## src/rtl/core/bounded_xorshift_random_macros.svh

```systemverilog
// ----------------------------------------------------------------------------
// bounded_xorshift_random assertion macros
// shared property shorthands for the bounded random generator
// ----------------------------------------------------------------------------
`ifndef BOUNDED_XORSHIFT_RANDOM_MACROS_SVH
`define BOUNDED_XORSHIFT_RANDOM_MACROS_SVH

// same-cycle implication on clk, off during reset
`define BXR_ASSERT_NOW(lbl, ante, cons, msg) \
  lbl: assert property (@(posedge clk) disable iff (!rst_n) (ante) |-> (cons)) \
    else $error(msg);

// next-cycle implication on clk, off during reset
`define BXR_ASSERT_NEXT(lbl, ante, cons, msg) \
  lbl: assert property (@(posedge clk) disable iff (!rst_n) (ante) |=> (cons)) \
    else $error(msg);

`endif

```

## src/rtl/core/bxr_pkg.sv

```systemverilog
// ----------------------------------------------------------------------------
// bxr_pkg
// constants, command codes and shared types of the bounded random generator
// ----------------------------------------------------------------------------
package bxr_pkg;

  localparam int WORD_W  = 64;
  localparam int HALF_W  = 32;
  localparam int BOUND_W = 32;

  localparam logic [WORD_W-1:0] GOLDEN_CONST = 64'h9e3779b97f4a7c15;
  localparam logic [WORD_W-1:0] MIX_MUL_A    = 64'hff51afd7ed558ccd;
  localparam logic [WORD_W-1:0] MIX_MUL_B    = 64'hc4ceb9fe1a85ec53;
  localparam logic [WORD_W-1:0] OUT_MUL      = 64'h2545f4914f6cdd1d;

  localparam int MIX_SHIFT  = 33;
  localparam int XS_SHIFT_A = 12;
  localparam int XS_SHIFT_B = 25;
  localparam int XS_SHIFT_C = 27;

  // configuration port: one 64-bit register at byte address 0
  localparam int          CFG_ADDR_W  = 4;
  localparam int          CFG_IDX_BIT = 3;
  localparam logic        REG_SEED    = 1'b0;

  // datapath operations
  typedef logic [3:0] op_t;
  localparam op_t OP_NONE     = 4'd0;
  localparam op_t OP_TAKE     = 4'd1;
  localparam op_t OP_MIX_A    = 4'd2;
  localparam op_t OP_MIX_B    = 4'd3;
  localparam op_t OP_MIX_END  = 4'd4;
  localparam op_t OP_DRAW     = 4'd5;
  localparam op_t OP_THR      = 4'd6;
  localparam op_t OP_THR_SAVE = 4'd7;
  localparam op_t OP_RED      = 4'd8;

  // result source
  typedef logic [1:0] sel_t;
  localparam sel_t SEL_RAW = 2'd0;
  localparam sel_t SEL_RED = 2'd1;
  localparam sel_t SEL_BAD = 2'd2;

  typedef struct packed {
    op_t  op;
    logic out_load;
    sel_t out_sel;
    logic out_exh;
  } bxr_cmd_t;

  typedef struct packed {
    logic mul_done;
    logic div_done;
    logic mode;
    logic bound_zero;
    logic draw_ok;
    logic slot_free;
  } bxr_stat_t;

  function automatic logic [WORD_W-1:0] mix_shift(input logic [WORD_W-1:0] v);
    return v ^ (v >> MIX_SHIFT);
  endfunction

  function automatic logic [WORD_W-1:0] xs_step(input logic [WORD_W-1:0] v);
    logic [WORD_W-1:0] x;
    x = v ^ (v >> XS_SHIFT_A);
    x = x ^ (x << XS_SHIFT_B);
    x = x ^ (x >> XS_SHIFT_C);
    return x;
  endfunction

endpackage

```

## src/rtl/core/bounded_xorshift_random.sv

```systemverilog
// ----------------------------------------------------------------------------
// bounded_xorshift_random
// xorshift64* generator with seed mixing and rejection-sampled bounded draws
// ----------------------------------------------------------------------------
// Each request beat on the in_ stream asks for one number and yields exactly one
// beat on the out_ stream, unless a seed write cuts the request short. In raw
// mode (tuser 0) the state steps by xorshift 12/25/27 and the result is the new
// state times 0x2545f4914f6cdd1d, formed on one shared 32x32 multiplier. In
// bounded mode (tuser 1) the block first computes the rejection threshold
// (2^64 - bound) mod bound, then draws until a draw is at or above it, at most
// MAX_RETRIES draws and then one taken regardless (flagged by retries_used_up),
// and returns the draw mod bound. A bounded request makes two 64-step passes
// through the one-bit-per-cycle remainder unit. A zero bound returns 0 with
// bad_bound set and leaves the state alone. Writing the seed register (byte
// address 0) mixes the seed with a 64-bit finalizer into the state (a zero mix
// becomes the golden-ratio constant); in_tready stays low while the mix runs.
// Reset loads the mix of a zero seed. One result may wait in the output
// register while the next request is accepted.
// ----------------------------------------------------------------------------
`include "bounded_xorshift_random_macros.svh"

module bounded_xorshift_random
  import bxr_pkg::*;
#(
  parameter int MAX_RETRIES = 8,
  parameter int BOUND_BITS  = 32
)(
  input  logic                  clk,
  input  logic                  rst_n,
  // request stream
  input  logic                  in_tvalid,
  output logic                  in_tready,
  input  logic [BOUND_W-1:0]    in_tdata,     // [31:0] bound
  input  logic [0:0]            in_tuser,     // [0] mode
  // result stream
  output logic                  out_tvalid,
  input  logic                  out_tready,
  output logic [WORD_W-1:0]     out_tdata,    // [63:0] value
  output logic [1:0]            out_tuser,    // [0] bad_bound, [1] retries_used_up
  // register port
  input  logic                  cfg_psel,
  input  logic                  cfg_penable,
  input  logic                  cfg_pwrite,
  input  logic [CFG_ADDR_W-1:0] cfg_paddr,
  input  logic [WORD_W-1:0]     cfg_pwdata,
  output logic [WORD_W-1:0]     cfg_prdata,
  output logic                  cfg_pready
);

  // bound bits actually honored, capped at the field width
  localparam int DIV_W = (BOUND_BITS < BOUND_W) ? BOUND_BITS : BOUND_W;

  bxr_cmd_t          cmd;
  bxr_stat_t         stat;
  logic              seed_we;
  logic              seed_hit;
  logic [WORD_W-1:0] seed_q;
  logic              res_bad, res_exh;

  // no wait states on the register port
  assign cfg_pready = 1'b1;
  assign seed_hit   = (cfg_paddr[CFG_IDX_BIT] == REG_SEED);
  assign seed_we    = cfg_psel && cfg_penable && cfg_pwrite && cfg_pready && seed_hit;
  assign cfg_prdata = seed_hit ? seed_q : '0;

  bxr_ctrl #(.MAX_RETRIES(MAX_RETRIES)) u_ctrl (
    .clk      (clk),
    .rst_n    (rst_n),
    .seed_we  (seed_we),
    .in_valid (in_tvalid),
    .in_ready (in_tready),
    .stat     (stat),
    .cmd      (cmd)
  );

  bxr_dp #(.DIV_W(DIV_W)) u_dp (
    .clk        (clk),
    .rst_n      (rst_n),
    .cmd        (cmd),
    .stat       (stat),
    .seed_we    (seed_we),
    .seed_wdata (cfg_pwdata),
    .seed_q     (seed_q),
    .req_mode   (in_tuser[0]),
    .req_bound  (in_tdata),
    .out_valid  (out_tvalid),
    .out_ready  (out_tready),
    .out_value  (out_tdata),
    .out_bad    (res_bad),
    .out_exh    (res_exh)
  );

  assign out_tuser = {res_exh, res_bad};

  // a bad bound never runs the rejection loop
  `BXR_ASSERT_NOW(a_flags_excl, out_tvalid, !(out_tuser[0] && out_tuser[1]), "flags both set")
  // a bad bound always reports zero
  `BXR_ASSERT_NOW(a_bad_zero, out_tvalid && out_tuser[0], out_tdata == '0, "bad bound value")
  // one request at a time
  `BXR_ASSERT_NEXT(a_busy_after_take, in_tvalid && in_tready, !in_tready, "take while busy")
  // seed mixing holds off requests
  `BXR_ASSERT_NEXT(a_mix_blocks, seed_we, !in_tready, "request taken during seed mix")

endmodule

```

## src/rtl/core/bxr_mul.sv

```systemverilog
// ----------------------------------------------------------------------------
// bxr_mul
// 64 x 64 multiply modulo 2^64 on one shared 32 x 32 multiplier
// ----------------------------------------------------------------------------
module bxr_mul
  import bxr_pkg::*;
(
  input  logic              clk,
  input  logic              rst_n,
  input  logic              start,
  input  logic [WORD_W-1:0] a,
  input  logic [WORD_W-1:0] k,
  output logic [WORD_W-1:0] prod,
  output logic              done
);

  logic [WORD_W-1:0] a_r, a_nxt;
  logic [WORD_W-1:0] k_r, k_nxt;
  logic [WORD_W-1:0] pp_r, pp_nxt;
  logic [WORD_W-1:0] acc_r, acc_nxt;
  logic [1:0]        step_r, step_nxt;
  logic              busy_r, busy_nxt;
  logic              done_r, done_nxt;
  logic [HALF_W-1:0] m_a, m_b;

  // step 0: lo*lo, step 1: lo*hi, step 2: hi*lo, step 3: last accumulate
  always_comb begin
    m_a = (step_r == 2'd2) ? a_r[WORD_W-1:HALF_W] : a_r[HALF_W-1:0];
    m_b = (step_r == 2'd1) ? k_r[WORD_W-1:HALF_W] : k_r[HALF_W-1:0];
  end

  always_comb begin
    a_nxt    = a_r;
    k_nxt    = k_r;
    pp_nxt   = pp_r;
    acc_nxt  = acc_r;
    step_nxt = step_r;
    busy_nxt = busy_r;
    done_nxt = 1'b0;
    if (start) begin
      a_nxt    = a;
      k_nxt    = k;
      step_nxt = 2'd0;
      busy_nxt = 1'b1;
    end else if (busy_r) begin
      pp_nxt   = m_a * m_b;
      step_nxt = step_r + 2'd1;
      case (step_r)
        2'd0:    acc_nxt = acc_r;
        2'd1:    acc_nxt = pp_r;
        default: acc_nxt = acc_r + {pp_r[HALF_W-1:0], {HALF_W{1'b0}}};
      endcase
      if (step_r == 2'd3) begin
        busy_nxt = 1'b0;
        done_nxt = 1'b1;
      end
    end
  end

  always_ff @(posedge clk) begin
    if (!rst_n) begin
      busy_r <= 1'b0;
      done_r <= 1'b0;
      step_r <= 2'd0;
    end else begin
      busy_r <= busy_nxt;
      done_r <= done_nxt;
      step_r <= step_nxt;
    end
  end

  always_ff @(posedge clk) begin
    a_r   <= a_nxt;
    k_r   <= k_nxt;
    pp_r  <= pp_nxt;
    acc_r <= acc_nxt;
  end

  assign prod = acc_r;
  assign done = done_r;

endmodule

```

## src/rtl/core/bxr_div.sv

```systemverilog
// ----------------------------------------------------------------------------
// bxr_div
// restoring remainder unit, 64-bit dividend, one quotient bit per cycle
// ----------------------------------------------------------------------------
module bxr_div
  import bxr_pkg::*;
#(
  parameter int W = 32
)(
  input  logic              clk,
  input  logic              rst_n,
  input  logic              start,
  input  logic [WORD_W-1:0] dividend,
  input  logic [W-1:0]      divisor,
  output logic [W-1:0]      rem,
  output logic              done
);

  localparam int CNT_W = $clog2(WORD_W);

  logic [WORD_W-1:0] q_r, q_nxt;
  logic [W-1:0]      d_r, d_nxt;
  logic [W-1:0]      rem_r, rem_nxt;
  logic [CNT_W-1:0]  cnt_r, cnt_nxt;
  logic              busy_r, busy_nxt;
  logic              done_r, done_nxt;
  logic [W:0]        part;
  logic [W:0]        diff;

  always_comb begin
    part = {rem_r, q_r[WORD_W-1]};
    diff = part - {1'b0, d_r};
  end

  always_comb begin
    q_nxt    = q_r;
    d_nxt    = d_r;
    rem_nxt  = rem_r;
    cnt_nxt  = cnt_r;
    busy_nxt = busy_r;
    done_nxt = 1'b0;
    if (start) begin
      q_nxt    = dividend;
      d_nxt    = divisor;
      rem_nxt  = '0;
      cnt_nxt  = '0;
      busy_nxt = 1'b1;
    end else if (busy_r) begin
      q_nxt   = q_r << 1;
      rem_nxt = (part >= {1'b0, d_r}) ? diff[W-1:0] : part[W-1:0];
      cnt_nxt = cnt_r + 1'b1;
      if (cnt_r == CNT_W'(WORD_W - 1)) begin
        busy_nxt = 1'b0;
        done_nxt = 1'b1;
      end
    end
  end

  always_ff @(posedge clk) begin
    if (!rst_n) begin
      busy_r <= 1'b0;
      done_r <= 1'b0;
      cnt_r  <= '0;
    end else begin
      busy_r <= busy_nxt;
      done_r <= done_nxt;
      cnt_r  <= cnt_nxt;
    end
  end

  always_ff @(posedge clk) begin
    q_r   <= q_nxt;
    d_r   <= d_nxt;
    rem_r <= rem_nxt;
  end

  assign rem  = rem_r;
  assign done = done_r;

endmodule

```

## src/rtl/core/bxr_dp.sv

```systemverilog
// ----------------------------------------------------------------------------
// bxr_dp
// datapath: seed and generator state, mixer, draw multiply, remainder, result
// ----------------------------------------------------------------------------
module bxr_dp
  import bxr_pkg::*;
#(
  parameter int DIV_W = 32
)(
  input  logic              clk,
  input  logic              rst_n,
  input  bxr_cmd_t          cmd,
  output bxr_stat_t         stat,
  input  logic              seed_we,
  input  logic [WORD_W-1:0] seed_wdata,
  output logic [WORD_W-1:0] seed_q,
  input  logic              req_mode,
  input  logic [BOUND_W-1:0] req_bound,
  output logic              out_valid,
  input  logic              out_ready,
  output logic [WORD_W-1:0] out_value,
  output logic              out_bad,
  output logic              out_exh
);

  logic [WORD_W-1:0] seed_r;
  logic [WORD_W-1:0] gen_r, gen_nxt;
  logic              mode_r;
  logic [DIV_W-1:0]  bound_r;
  logic [DIV_W-1:0]  thr_r;
  logic              out_valid_r, out_valid_nxt;
  logic [WORD_W-1:0] out_value_r;
  logic              out_bad_r, out_exh_r;

  logic [WORD_W-1:0] xs_next, mix_end;
  logic [WORD_W-1:0] mul_a, mul_k, mul_prod;
  logic              mul_start, mul_done;
  logic [WORD_W-1:0] div_dividend;
  logic [DIV_W-1:0]  div_rem;
  logic              div_start, div_done;

  always_comb begin
    xs_next = xs_step(gen_r);
    mix_end = mix_shift(mul_prod);
  end

  // shared multiplier operand select
  always_comb begin
    mul_start = 1'b0;
    mul_a     = xs_next;
    mul_k     = OUT_MUL;
    case (cmd.op)
      OP_MIX_A: begin
        mul_start = 1'b1;
        mul_a     = mix_shift(seed_r);
        mul_k     = MIX_MUL_A;
      end
      OP_MIX_B: begin
        mul_start = 1'b1;
        mul_a     = mix_end;
        mul_k     = MIX_MUL_B;
      end
      OP_DRAW: begin
        mul_start = 1'b1;
      end
      default: mul_start = 1'b0;
    endcase
  end

  // threshold is (2^64 - bound) mod bound, reduction is draw mod bound
  always_comb begin
    div_start    = (cmd.op == OP_THR) || (cmd.op == OP_RED);
    div_dividend = (cmd.op == OP_THR) ?
                   (WORD_W'(0) - {{(WORD_W-DIV_W){1'b0}}, bound_r}) : mul_prod;
  end

  bxr_mul u_mul (
    .clk   (clk),
    .rst_n (rst_n),
    .start (mul_start),
    .a     (mul_a),
    .k     (mul_k),
    .prod  (mul_prod),
    .done  (mul_done)
  );

  bxr_div #(.W(DIV_W)) u_div (
    .clk      (clk),
    .rst_n    (rst_n),
    .start    (div_start),
    .dividend (div_dividend),
    .divisor  (bound_r),
    .rem      (div_rem),
    .done     (div_done)
  );

  always_comb begin
    gen_nxt = gen_r;
    case (cmd.op)
      OP_MIX_END: gen_nxt = (mix_end == '0) ? GOLDEN_CONST : mix_end;
      OP_DRAW:    gen_nxt = xs_next;
      default:    gen_nxt = gen_r;
    endcase
  end

  always_comb begin
    out_valid_nxt = out_valid_r;
    if (cmd.out_load) begin
      out_valid_nxt = 1'b1;
    end else if (out_ready) begin
      out_valid_nxt = 1'b0;
    end
  end

  always_ff @(posedge clk) begin
    if (!rst_n) begin
      seed_r      <= '0;
      gen_r       <= GOLDEN_CONST;
      out_valid_r <= 1'b0;
    end else begin
      if (seed_we) begin
        seed_r <= seed_wdata;
      end
      gen_r       <= gen_nxt;
      out_valid_r <= out_valid_nxt;
    end
  end

  always_ff @(posedge clk) begin
    if (cmd.op == OP_TAKE) begin
      mode_r  <= req_mode;
      bound_r <= req_bound[DIV_W-1:0];
    end
    if (cmd.op == OP_THR_SAVE) begin
      thr_r <= div_rem;
    end
    if (cmd.out_load) begin
      case (cmd.out_sel)
        SEL_RAW: out_value_r <= mul_prod;
        SEL_RED: out_value_r <= {{(WORD_W-DIV_W){1'b0}}, div_rem};
        default: out_value_r <= '0;
      endcase
      out_bad_r <= (cmd.out_sel == SEL_BAD);
      out_exh_r <= cmd.out_exh;
    end
  end

  always_comb begin
    stat.mul_done   = mul_done;
    stat.div_done   = div_done;
    stat.mode       = mode_r;
    stat.bound_zero = (bound_r == '0);
    stat.draw_ok    = (mul_prod >= {{(WORD_W-DIV_W){1'b0}}, thr_r});
    stat.slot_free  = !out_valid_r || out_ready;
  end

  assign seed_q    = seed_r;
  assign out_valid = out_valid_r;
  assign out_value = out_value_r;
  assign out_bad   = out_bad_r;
  assign out_exh   = out_exh_r;

endmodule

```

## src/rtl/core/bxr_ctrl.sv

```systemverilog
// ----------------------------------------------------------------------------
// bxr_ctrl
// sequencer for seeding, raw draws and rejection-sampled bounded draws
// ----------------------------------------------------------------------------
module bxr_ctrl
  import bxr_pkg::*;
#(
  parameter int MAX_RETRIES = 8
)(
  input  logic      clk,
  input  logic      rst_n,
  input  logic      seed_we,
  input  logic      in_valid,
  output logic      in_ready,
  input  bxr_stat_t stat,
  output bxr_cmd_t  cmd
);

  localparam int CNT_W = $clog2(MAX_RETRIES + 1);

  localparam logic [3:0] S_IDLE    = 4'd0;
  localparam logic [3:0] S_MIXA    = 4'd1;
  localparam logic [3:0] S_WMA     = 4'd2;
  localparam logic [3:0] S_WMB     = 4'd3;
  localparam logic [3:0] S_START   = 4'd4;
  localparam logic [3:0] S_WTHR    = 4'd5;
  localparam logic [3:0] S_DRAW    = 4'd6;
  localparam logic [3:0] S_WDRAW   = 4'd7;
  localparam logic [3:0] S_WRED    = 4'd8;
  localparam logic [3:0] S_OUT_RAW = 4'd9;
  localparam logic [3:0] S_OUT_RED = 4'd10;
  localparam logic [3:0] S_OUT_BAD = 4'd11;

  logic [3:0]       state_r, state_nxt;
  logic [CNT_W-1:0] cnt_r, cnt_nxt;
  logic             last_draw;

  assign last_draw = (cnt_r == CNT_W'(MAX_RETRIES));

  always_comb begin
    state_nxt    = state_r;
    cnt_nxt      = cnt_r;
    in_ready     = 1'b0;
    cmd.op       = OP_NONE;
    cmd.out_load = 1'b0;
    cmd.out_sel  = SEL_RAW;
    cmd.out_exh  = 1'b0;
    if (seed_we) begin
      // a new seed restarts the mix from the top
      state_nxt = S_MIXA;
    end else begin
      case (state_r)
        S_IDLE: begin
          in_ready = 1'b1;
          if (in_valid) begin
            cmd.op    = OP_TAKE;
            cnt_nxt   = '0;
            state_nxt = S_START;
          end
        end
        S_MIXA: begin
          cmd.op    = OP_MIX_A;
          state_nxt = S_WMA;
        end
        S_WMA: begin
          if (stat.mul_done) begin
            cmd.op    = OP_MIX_B;
            state_nxt = S_WMB;
          end
        end
        S_WMB: begin
          if (stat.mul_done) begin
            cmd.op    = OP_MIX_END;
            state_nxt = S_IDLE;
          end
        end
        S_START: begin
          if (!stat.mode) begin
            cmd.op    = OP_DRAW;
            state_nxt = S_WDRAW;
          end else if (stat.bound_zero) begin
            state_nxt = S_OUT_BAD;
          end else begin
            cmd.op    = OP_THR;
            state_nxt = S_WTHR;
          end
        end
        S_WTHR: begin
          if (stat.div_done) begin
            cmd.op    = OP_THR_SAVE;
            state_nxt = S_DRAW;
          end
        end
        S_DRAW: begin
          cmd.op    = OP_DRAW;
          state_nxt = S_WDRAW;
        end
        S_WDRAW: begin
          if (stat.mul_done) begin
            if (!stat.mode) begin
              state_nxt = S_OUT_RAW;
            end else if (last_draw || stat.draw_ok) begin
              cmd.op    = OP_RED;
              state_nxt = S_WRED;
            end else begin
              cnt_nxt   = cnt_r + 1'b1;
              state_nxt = S_DRAW;
            end
          end
        end
        S_WRED: begin
          if (stat.div_done) begin
            state_nxt = S_OUT_RED;
          end
        end
        S_OUT_RAW: begin
          if (stat.slot_free) begin
            cmd.out_load = 1'b1;
            cmd.out_sel  = SEL_RAW;
            state_nxt    = S_IDLE;
          end
        end
        S_OUT_RED: begin
          if (stat.slot_free) begin
            cmd.out_load = 1'b1;
            cmd.out_sel  = SEL_RED;
            cmd.out_exh  = last_draw;
            state_nxt    = S_IDLE;
          end
        end
        S_OUT_BAD: begin
          if (stat.slot_free) begin
            cmd.out_load = 1'b1;
            cmd.out_sel  = SEL_BAD;
            state_nxt    = S_IDLE;
          end
        end
        default: state_nxt = S_IDLE;
      endcase
    end
  end

  always_ff @(posedge clk) begin
    if (!rst_n) begin
      state_r <= S_IDLE;
      cnt_r   <= '0;
    end else begin
      state_r <= state_nxt;
      cnt_r   <= cnt_nxt;
    end
  end

endmodule

```

## config.mk

```make
export PLATFORM = sky130hd
export DESIGN_NAME = bounded_xorshift_random
export DESIGN_NICKNAME = d
export VERILOG_FILES = /design/src/rtl/core/bxr_pkg.sv /design/src/rtl/core/bounded_xorshift_random.sv /design/src/rtl/core/bxr_mul.sv /design/src/rtl/core/bxr_div.sv /design/src/rtl/core/bxr_dp.sv /design/src/rtl/core/bxr_ctrl.sv
export VERILOG_INCLUDE_DIRS = /design/src /design/src/rtl/core
export SDC_FILE = /design/constraint.sdc
export NUM_CORES = 2
export LEC_CHECK = 0
export BUFFER_PORTS_ARGS = -buffer_cell sky130_fd_sc_hd__buf_2
export CAP_MARGIN = 15
export CORE_MARGIN = 2
export CORE_UTILIZATION = 49
export DETAILED_ROUTE_END_ITERATION = 8
export HOLD_SLACK_MARGIN = 0.05
export PLACE_DENSITY = 0.75
export SETUP_SLACK_MARGIN = 0.5
export SLEW_MARGIN = 20
export SYNTH_ARGS = -nofsm -noshare
export SYNTH_HDL_FRONTEND = slang
export SYNTH_HIERARCHICAL = 1
export SYNTH_SLANG_ARGS = --single-unit
```

## constraint.sdc

```tcl
create_clock -name clk -period 28.7 [get_ports clk]
set_clock_uncertainty 0.15 [all_clocks]
set_input_delay 5.74 -clock clk [delete_from_list [all_inputs] [get_ports clk]]
set_output_delay 5.74 -clock clk [all_outputs]
set_load 0.05 [all_outputs]
```

==> flow_summary.ini <==
[cts]
tritoncts = yes
cts_root_buf = clkbuf_16
clkSinkCount = 664
numCtsBuffers = 68
postCtsResizedCells = 0
clockBufferDepth = 3
hold_buffers = 0
cts.clk_slew.worst_paths_ns = 0.06
htree_levels = 3
insertion_delay_ns = 0.67
cts_setup_buffers = 0

[routing]
wl_um = 210200
wl_met2_um = 91930
routedWlPerCell_um = 23.97
route.detailed.drc = 0
viasPerCell = 5.911
drt_pass1_iterations = 6
highest_layer = met5
drt_iter0_markers = 5871
drt.antenna.violating_nets = 0
met1_length_um = 79100
wl_met3_um = 24540
dr_total_vias = 51830

[cells_and_area]
nets = 8297
finish.utilization_pct = 53.37
synthToLayoutAreaGrowth_pct = 8.225
drive_gt1_share_pct = 10.65
filler_cell_count = 11950

[yosys]
synthTopCellsByCount = 990 x inv_1, 918 x nor2_1, 898 x fa_1, 753 x nand2_1, 483 x edfxtp_1
synth_largest_area_cell = fa_1
ys.flop_type = edfxtp_1
synth-edff-count = 483
synthAdderAreaFrac_pct = 33.76
yosys-top-cells-area = fa_1 27%, edfxtp_1 22%, ha_1 6.9%, inv_1 5.6%, dfxtp_1 5.4%
yosysMostFrequentCell = inv_1
synth_top_area_share_pct = 26.91
synth-simple-area-share_pct = 13.57
syn-cell-area_sq_mm = 0.06681
avgSynthCellArea_sq_um = 9.765
synthMuxAreaShare_pct = 5.128
yosysSeqAreaShare_pct = 27.13
synth_top_family_by_area = adder cells
netlist_instances = 6842
synthXorXnorAreaFrac_pct = 4.732
ys_ff_latch = 664
synth_warnings = 6
synth_cell_types = 103
async_reset_ff_share_pct = 0
synth-compound-area-share_pct = 7.907

[timing]
setup_tns_ns = 0
fmax_mhz = 73.78
maxSlewViolCount = 0
layout_min_cycle_time_ns = 13.55
hold_viol_final = 0
fin_crit_sh_pct = 47.23
max_slew_margin_pct = 14.77
report.final.setup_viol = 0
worstMarginPinSlew_ns = 1.243
rsz0062_at_grt = no

[global_routing]
grt_pass1_vias = 52680
gr-total-overflow = 0
gr-usage-all-layers_pct = 30.00
grt_pass1_wl_um = 316400
grt_max_degree = 97
antenna_found_initial = 9

[floorplan]
core_region_area_sq_mm = 0.1355
rows = 135
die_height_um = 373.3
pin_count = 241
initial_core_util_pct = 49.32
die_area_sq_mm = 0.1393
die_w_um = 373.3

[min_path]
min_path_cells = 0
worstHoldStart = u_dp/bound_r[27]$_DFFE_PN_
hold_class = flop to flop

[critical_path]
crit_arrival_ns = 7.66
crit_path_max_fanout = 65
reg2reg_depth = 29
crit_start = cfg_paddr[3]
crit_path_end_kind = output port
reg2reg_from = u_dp/u_mul/step_r[1]$_SDFFE_PP0P_
crit_type = input pin to output port
critPathRequiredTime_ns = 22.81
startpoint_type = input pin

[placed_design]
place_congestion = 1.006
port_buffers = 236
hpwl_um = 160300

[flow_run]
cap_viol_max_count = 0

[status]
status = finished clean
## flip-flops by register name, summed over array words and instances, names as in the netlist, 2 cells and up
| name | count |
|---|---|
| u_dp/out_value | 64 |
| u_dp/u_mul/a_r | 64 |
| u_dp/u_mul/step_r | 2 |
| u_dp/seed_q | 64 |
| u_dp/u_div/cnt_r | 6 |
| u_ctrl/cnt_r | 4 |
| u_ctrl/state_r | 4 |
| u_dp/u_div/d_r | 32 |
| u_dp/gen_r | 64 |
| u_dp/u_mul/pp_r | 64 |
| u_dp/u_mul/prod | 64 |
| u_dp/thr_r | 32 |
| u_dp/u_mul/k_r | 64 |
| u_dp/bound_r | 32 |
| u_dp/u_div/rem | 32 |
| u_dp/u_div/q_r | 64 |
## per-stage QoR
stage | worst slack (ns) | area (sq um) | hold WS (ns) | std cells
5_1_grt | 15.09 | 72290 | 0.3752 | 8761
6_report | 15.15 | 72310 | 0.3539 | 8769
4_1_cts | 15.17 | 72280 | 0.3496 | 8760
3_3_place_gp | 15.21 | 69990 | 0.3151 | 8636
3_5_place_dp | 15.17 | 69990 | 0.3412 | 8636
2_1_floorplan | 0.9094 | 66860 | 0.2947 | 6856
## per-layer routing
layer | GRT usage [%] | vias up
met5 | 0 | -
met4 | 17.74 | 4
met3 | 7.935 | 707
met2 | 45.42 | 3121
met1 | 38.80 | 25790
li1 | - | 22220
## critical path: stages
cell,delay [ns]
buf_2,0.08
buf_4,0.59
and4b_4,0.43
nor2_1,0.31
and2_1,0.20
buf_2,0.26
## cells in the final DEF (no fill, tap or decap), types with 46 or more instances in the layout
cell / count
a211oi_1: 51
a21o_1: 75
a21oi_1: 210
and2_1: 83
buf_2: 236
buf_4: 107
clkbuf_16: 70
dfxtp_1: 180
edfxtp_1: 483
fa_1: 898
ha_1: 364
inv_1: 987
mux2_2: 138
mux2i_1: 143
nand2_1: 752
nand4_1: 51
nor2_1: 914
nor2b_1: 56
o211ai_1: 46
o21ai_0: 182
xnor2_1: 226
xor2_1: 117
## worst paths after layout
kind	to	slack [ns]
setup / recovery	in_tready	15.15
hold / removal	u_dp/u_div/d_r[27]$_DFFE_PP_	0.35
hold reg to reg	u_dp/u_div/d_r[27]$_DFFE_PP_	0.35
setup reg to reg	u_dp/u_mul/pp_r[58]$_DFFE_PP_	18.09
## cell type report
cell class	count	area (sq um)	area share, %
sequential	664	18130	25.07
inverter	990	3716	5.139
multi-input combinational	4858	43930	60.76
timing repair buffer	343	1984	2.744
tap	1781	2228	3.082
clock inverter	33	387.9	0.5364
antenna	9	22.52	0.03115
clock buffer	91	1903	2.632
## cells by family after synthesis
| group | Yosys count |
|---|---|
| flops | 664 |
| compound gates | 804 |
| simple gates | 2098 |
| mux | 325 |
| buf+inv | 1334 |
| xor+xnor | 350 |
| fa+ha+maj | 1264 |
| other cells | 3 |
Power is left out: the tool's default activity adds up to more than one toggle a clock period on the data nets, which glitch-free logic cannot reach.
